`src/design/page_mapped_ftl_greedy_gc_core_macros.svh`:
```
// assertion helpers, clocked on clk with asynchronous reset arst_n
`ifndef PAGE_MAPPED_FTL_GREEDY_GC_CORE_MACROS_SVH
`define PAGE_MAPPED_FTL_GREEDY_GC_CORE_MACROS_SVH

`define PMFTL_ASSERT(lbl, prop, msg) \
	lbl: assert property (@(posedge clk) disable iff (!arst_n) (prop)) else $error(msg);

`define PMFTL_ASSERT_IMP(lbl, ante, cons, msg) \
	lbl: assert property (@(posedge clk) disable iff (!arst_n) (ante) |-> (cons)) else $error(msg);

`endif

```
`src/design/pmftl_pkg.sv`:
```
`default_nettype none
package pmftl_pkg;
	localparam int NUM_BLOCKS_DEF        = 64;
	localparam int BLOCK_PAGES_DEF       = 64;
	localparam int MAX_LOGICAL_PAGES_DEF = 4096;

	localparam int LPIU_W   = 13;
	localparam int THR_W    = 6;
	localparam int MODE_W   = 2;
	localparam int LPN_W    = 12;
	localparam int STATUS_W = 2;
	localparam int PHYS_W   = 6;
	localparam int MOVED_W  = 12;
	localparam int ERASED_W = 6;

	localparam logic [LPIU_W-1:0] LPIU_RST = 13'd3584;
	localparam logic [THR_W-1:0]  THR_RST  = 6'd2;

	localparam logic CFG_LPIU = 1'b0;
	localparam logic CFG_THR  = 1'b1;

	localparam logic [MODE_W-1:0] MODE_WRITE = 2'd0;
	localparam logic [MODE_W-1:0] MODE_READ  = 2'd1;
	localparam logic [MODE_W-1:0] MODE_TRIM  = 2'd2;
	localparam logic [MODE_W-1:0] MODE_NOP   = 2'd3;

	localparam logic [STATUS_W-1:0] ST_OK    = 2'd0;
	localparam logic [STATUS_W-1:0] ST_RANGE = 2'd1;
	localparam logic [STATUS_W-1:0] ST_FULL  = 2'd2;

	localparam logic [1:0] PG_FREE    = 2'd0;
	localparam logic [1:0] PG_VALID   = 2'd1;
	localparam logic [1:0] PG_INVALID = 2'd2;
endpackage
`default_nettype wire

```
`src/design/pmftl_free_fifo.sv`:
```
`default_nettype none
module pmftl_free_fifo #(
	parameter int NUM_BLOCKS = pmftl_pkg::NUM_BLOCKS_DEF,
	localparam int BW = $clog2(NUM_BLOCKS),
	localparam int CW = $clog2(NUM_BLOCKS + 1)
) (
	input  logic          clk,
	input  logic          arst_n,
	input  logic          init_en,
	input  logic [BW-1:0] init_idx,
	input  logic          push,
	input  logic [BW-1:0] push_blk,
	input  logic          pop,
	output logic [BW-1:0] pop_blk,
	output logic [CW-1:0] count
);
	`include "page_mapped_ftl_greedy_gc_core_macros.svh"

	logic [BW-1:0] mem [NUM_BLOCKS];
	logic [BW-1:0] head_q;
	logic [CW-1:0] cnt_q;
	logic [BW-1:0] rd_q;
	logic [BW:0]   tail_sum;
	logic [BW-1:0] tail;

	assign tail_sum = (BW+1)'(head_q) + (BW+1)'(cnt_q);
	assign tail = (32'(tail_sum) >= NUM_BLOCKS) ? BW'(32'(tail_sum) - NUM_BLOCKS) : BW'(tail_sum);

	always_ff @(posedge clk) begin
		if (init_en) begin
			mem[init_idx] <= (32'(init_idx) == NUM_BLOCKS - 1) ? '0 : init_idx + BW'(1);
		end else if (push && 32'(cnt_q) < NUM_BLOCKS) begin
			mem[tail] <= push_blk;
		end
		if (pop) begin
			rd_q <= mem[head_q];
		end
	end

	always_ff @(posedge clk or negedge arst_n) begin
		if (!arst_n) begin
			head_q <= '0;
			cnt_q  <= CW'(NUM_BLOCKS - 1);
		end else if (pop) begin
			head_q <= (32'(head_q) == NUM_BLOCKS - 1) ? '0 : head_q + BW'(1);
			cnt_q  <= cnt_q - CW'(1);
		end else if (push && 32'(cnt_q) < NUM_BLOCKS) begin
			cnt_q <= cnt_q + CW'(1);
		end
	end

	assign pop_blk = rd_q;
	assign count   = cnt_q;

	`PMFTL_ASSERT(a_no_push_pop, !(push && pop), "push and pop in one cycle")
	`PMFTL_ASSERT_IMP(a_pop_nonempty, pop, cnt_q != '0, "pop from empty free list")
	`PMFTL_ASSERT(a_cnt_bound, 32'(cnt_q) <= NUM_BLOCKS, "free count above block count")
endmodule
`default_nettype wire

```
`config.mk`:
```
export PLATFORM = sky130hd
export DESIGN_NAME = pmftl_free_fifo
export DESIGN_NICKNAME = d
export VERILOG_FILES = /design/src/design/pmftl_pkg.sv /design/src/design/pmftl_free_fifo.sv
export VERILOG_INCLUDE_DIRS = /design/src /design/src/design
export SDC_FILE = /design/constraint.sdc
export NUM_CORES = 1
export LEC_CHECK = 0
export ABC_AREA = 1
export ABC_CLOCK_PERIOD_IN_PS = 5400
export BUFFER_PORTS_ARGS = -buffer_cell sky130_fd_sc_hd__buf_2
export CAP_MARGIN = 20
export CORE_UTILIZATION = 40
export CTS_CLUSTER_DIAMETER = 40
export CTS_CLUSTER_SIZE = 40
export DETAILED_ROUTE_END_ITERATION = 16
export GPL_TIMING_DRIVEN = 1
export SETUP_SLACK_MARGIN = 0.1
export SYNTH_ARGS = -nofsm -noshare
export SYNTH_HDL_FRONTEND = slang
export SYNTH_SLANG_ARGS = --single-unit
```
`constraint.sdc`:
```
create_clock -name clk -period 5.4 [get_ports clk]
set_clock_uncertainty 0.2 [all_clocks]
set_input_delay 1.35 -clock clk [delete_from_list [all_inputs] [get_ports clk]]
set_output_delay 1.35 -clock clk [all_outputs]
set_load 0.005 [all_outputs]
```
==> impl_summary.log <==
[metrics] start-to-end type of the worst setup path: input pin to register
[metrics] H-Tree Level Count: 2
[metrics] # DRC: 0
[metrics] placed cell areas: 18800 um^2
[metrics] Critical Path Max Stage Delay: 600 ps
[metrics] endpoints failing setup: 0
[metrics] Ys Warns: 0
[metrics] Net Count, Synth: 1811
[metrics] required time worst endpoint: 5400 ps
[metrics] top cell type's share of synthesized area: 0.648
[metrics] max_slew headroom: 0.374
[metrics] clock slew seen by the registers of the worst setup and hold paths: 60 ps
[metrics] CTS max path bufs: 3
[metrics] ys async rst share: 0.0323
[metrics] unrepaired setup endpoints after global routing: false
[metrics] boundary pin count: 30
[metrics] die span in x: 215 um
[metrics] routing layer with the top usage in global route: met2
[metrics] Mapped Area: 18100 um^2
[metrics] Worst Setup Slack post-DPL: 1160 ps
[metrics] Mapped Cells: 1780
[metrics] crit-path cells: buf_2 -> nand2_1 -> nor2_4 -> inv_2 -> o21ai_2 -> inv_2 -> nor2_1 -> nand2_1 -> nor2_1
[metrics] number of antenna violations at the first check in global routing: 0
[metrics] number of iterations in the first detailed-routing pass: 5
[metrics] Synth area leaders: sky130_fd_sc_hd__edfxtp_1 (65%), sky130_fd_sc_hd__nand2_1 (11%), sky130_fd_sc_hd__nand3_1 (5.5%), sky130_fd_sc_hd__inv_1 (4.3%), sky130_fd_sc_hd__nor2_1 (4.0%)
[metrics] Inserted Diodes: 0
[metrics] slowest library cell on the worst path: sky130_fd_sc_hd__nor2_1
[metrics] max_cap viols: 0
[metrics] clock tree sinks: 403
[metrics] growth of design area from synthesis to finish: 14.2%
[metrics] run status: completed
[metrics] number of DRC markers in iteration 0: 1137
[metrics] Die Y: 215 um
[metrics] core outline area: 44400 um^2
[metrics] Compound-Gate Fraction of Synth Area: 0.0286
[metrics] post-DP HPWL: 27300 um
[metrics] dominant cell type by area after synthesis: sky130_fd_sc_hd__edfxtp_1
[metrics] post-route non-filler standard cell count: 2436
[metrics] number of hold violations in the final report: 0
[metrics] number of enable flip-flop cells after synthesis: 390
[metrics] number of buffers created by CTS: 50
[metrics] post-route worst setup slack: 1690 ps
[metrics] share of synthesized area occupied by flip-flops and latches: 0.666
[metrics] shortest clock period the worst path allows after layout: 3710 ps
[metrics] global routing usage on met1: 0.267
[metrics] leakage power total: 8.35 nW
[metrics] worst-skew pair later-pin latency: 570 ps
[metrics] post-synthesis share of cell area spent on full adders, half adders and majority gates: 0.0105
[metrics] worst endpoint data arrival time: 3710 ps
[metrics] Final Cell Area: 20700 um^2
[metrics] hold bufs inserted after CTS: 0
[metrics] pin slew with the least headroom to its limit: 940 ps
[metrics] Total Power Consumption: 10.4 mW
[metrics] mean instance size in the synthesized netlist: 10.2 um^2
[metrics] #FFs+latches synth: 403
[metrics] xor-xnor portion of the synthesized cell area: 0.00484
[metrics] fin nets: 1833
[metrics] simple-gate area share of the yosys netlist: 0.223
[metrics] share of post-route cells with drive strength above 1: 0.104
[metrics] Synth Flop Type: sky130_fd_sc_hd__edfxtp_1
[metrics] global-route wire length before repair: 69000 um
[metrics] post-placement cell count: 2341
[metrics] share of the cycle needed by the critical path after routing: 0.687
[metrics] ANT nets after route: 0
[metrics] cell at the root of the clock tree: sky130_fd_sc_hd__clkbuf_16
[metrics] pin count of the biggest net entering global routing: 90
[metrics] worst vdd rail ir drop: 0.000236 V
[metrics] Max Clock Freq: 0.270 GHz
[metrics] gpl congestion: 0.855
[metrics] overflow left after global routing: 0
[metrics] Max Slew Vio Count: 0
[metrics] dominant combinational cell family by area after synthesis: simple AND/OR/NAND/NOR gates
[metrics] Resized Gates After CTS: 0
[metrics] TritonCTS clock tree: yes
[metrics] average routed wire per standard cell: 18.6 um
[metrics] M3 GR Usage: 0.0376
[metrics] Detailed Route WL: 45200 um
[metrics] Power per Cell Area: 502 nW/um^2
[metrics] min-delay worst type: register to register
[metrics] Post-CTS Setup Bufs: 0
[metrics] startpoint class of the critical path: input pin
[metrics] vias per cell: 5.10
[metrics] met2 track demand over resource: 0.315
[metrics] category of the worst setup path capture point: register
[metrics] crit-path leading delay family: simple AND/OR/NAND/NOR gates
[metrics] most common cell in the synthesized netlist: sky130_fd_sc_hd__nand2_1
[metrics] initial cell density of the core: 0.407
[metrics] worst path buffer plus inverter count: 3
[metrics] portion of netlist area occupied by mux cells: 0
[metrics] cell types with the highest counts after synthesis: sky130_fd_sc_hd__nand2_1 (541), sky130_fd_sc_hd__edfxtp_1 (390), sky130_fd_sc_hd__inv_1 (206), sky130_fd_sc_hd__nand3_1 (198), sky130_fd_sc_hd__nor2_1 (191)
[metrics] number of vias in the routed layout: 12400
[metrics] Buffers on Ports: 29
[metrics] Cell Rows: 77
[metrics] Die Area: 46100 um^2
[metrics] total track usage: 0.197
[metrics] maximum fanout along the worst path: 23
[metrics] vias in the first global route: 12100
[metrics] number of distinct standard cells referenced by the synthesized netlist: 38
## layer usage
metal | vias up | share of wire
met2 | 380 | 0.47
met4 | 0 | 0.027
met1 | 6047 | 0.44
met3 | 83 | 0.068
li1 | 5915 | -
met5 | - | 0
## cell families after synthesis
| logic type | after synthesis |
|---|---|
| compound gates | 96 |
| xor+xnor | 10 |
| fa+ha+maj | 14 |
| buf+inv | 292 |
| flops | 403 |
| simple gates | 965 |
## state kept, by name, summed over array words and instances (netlist names)
register and count:
count 7, mem 384, pop_blk 6, head_q 6
## tightest hold or removal path: cells and delay by family, from the launching register on
kind | cells | cell delay [ps]
DFF | 1 | 390
and+or+nand+nor | 2 | 130
## path summary, 6_finish.rpt
path | slack [ps] | cells after the start | startpoint | endpoint
worst max-delay path | 1690 | 9 | push | mem[33][0]$_DFFE_PP_
worst min-delay path | 320 | 2 | count[5]$_DFFE_PN1P_ | count[5]$_DFFE_PN1P_
worst max register to register | 1750 | 7 | head_q[0]$_DFFE_PN0P_ | mem[33][0]$_DFFE_PP_
worst min register to register | 320 | 2 | count[5]$_DFFE_PN1P_ | count[5]$_DFFE_PN1P_
max in group asynchronous | 4210 | 1 | arst_n | count[2]$_DFFE_PN1P_
min in group asynchronous | 490 | 1 | arst_n | head_q[3]$_DFFE_PN0P_
## per-stage QoR
| step | utilization | setup TNS (ps) | hold WS, ps |
|---|---|---|---|
| after floorplan | - | -10870 | 280 |
| after detailed placement | 0.423 | 0 | 307 |
| after global routing | 0.465 | 0 | 328 |
| after global placement | 0.423 | 0 | 301 |
| final | 0.465 | 0 | 325 |
| after CTS | 0.464 | 0 | 317 |
## area by class of cell
type,instances,area [um^2]
clock inverter,35,475
tap,592,741
multi-input combinational,1085,4880
clock buffer,59,1370
sequential,403,12100
timing repair buffer,47,325
inverter,215,811
fill,4071,23800
## where the power goes
group | leakage (nW) | switching (mW) | internal [mW]
combinational | 3.80 | 2.08 | 0.814
clock | 0.889 | 1.36 | 2.24
sequential | 3.66 | 0.156 | 3.72
## cell usage in the layout (no fill, tap or decap), drive strengths merged, types with 13 or more instances in the layout
master and instances:
a21oi 18, buf 47, clkbuf 59, clkinv 13, edfxtp 390, inv 224, nand2 545, nand3 198
nor2 196, o21ai 71
Power figures use the tool's default switching activity.
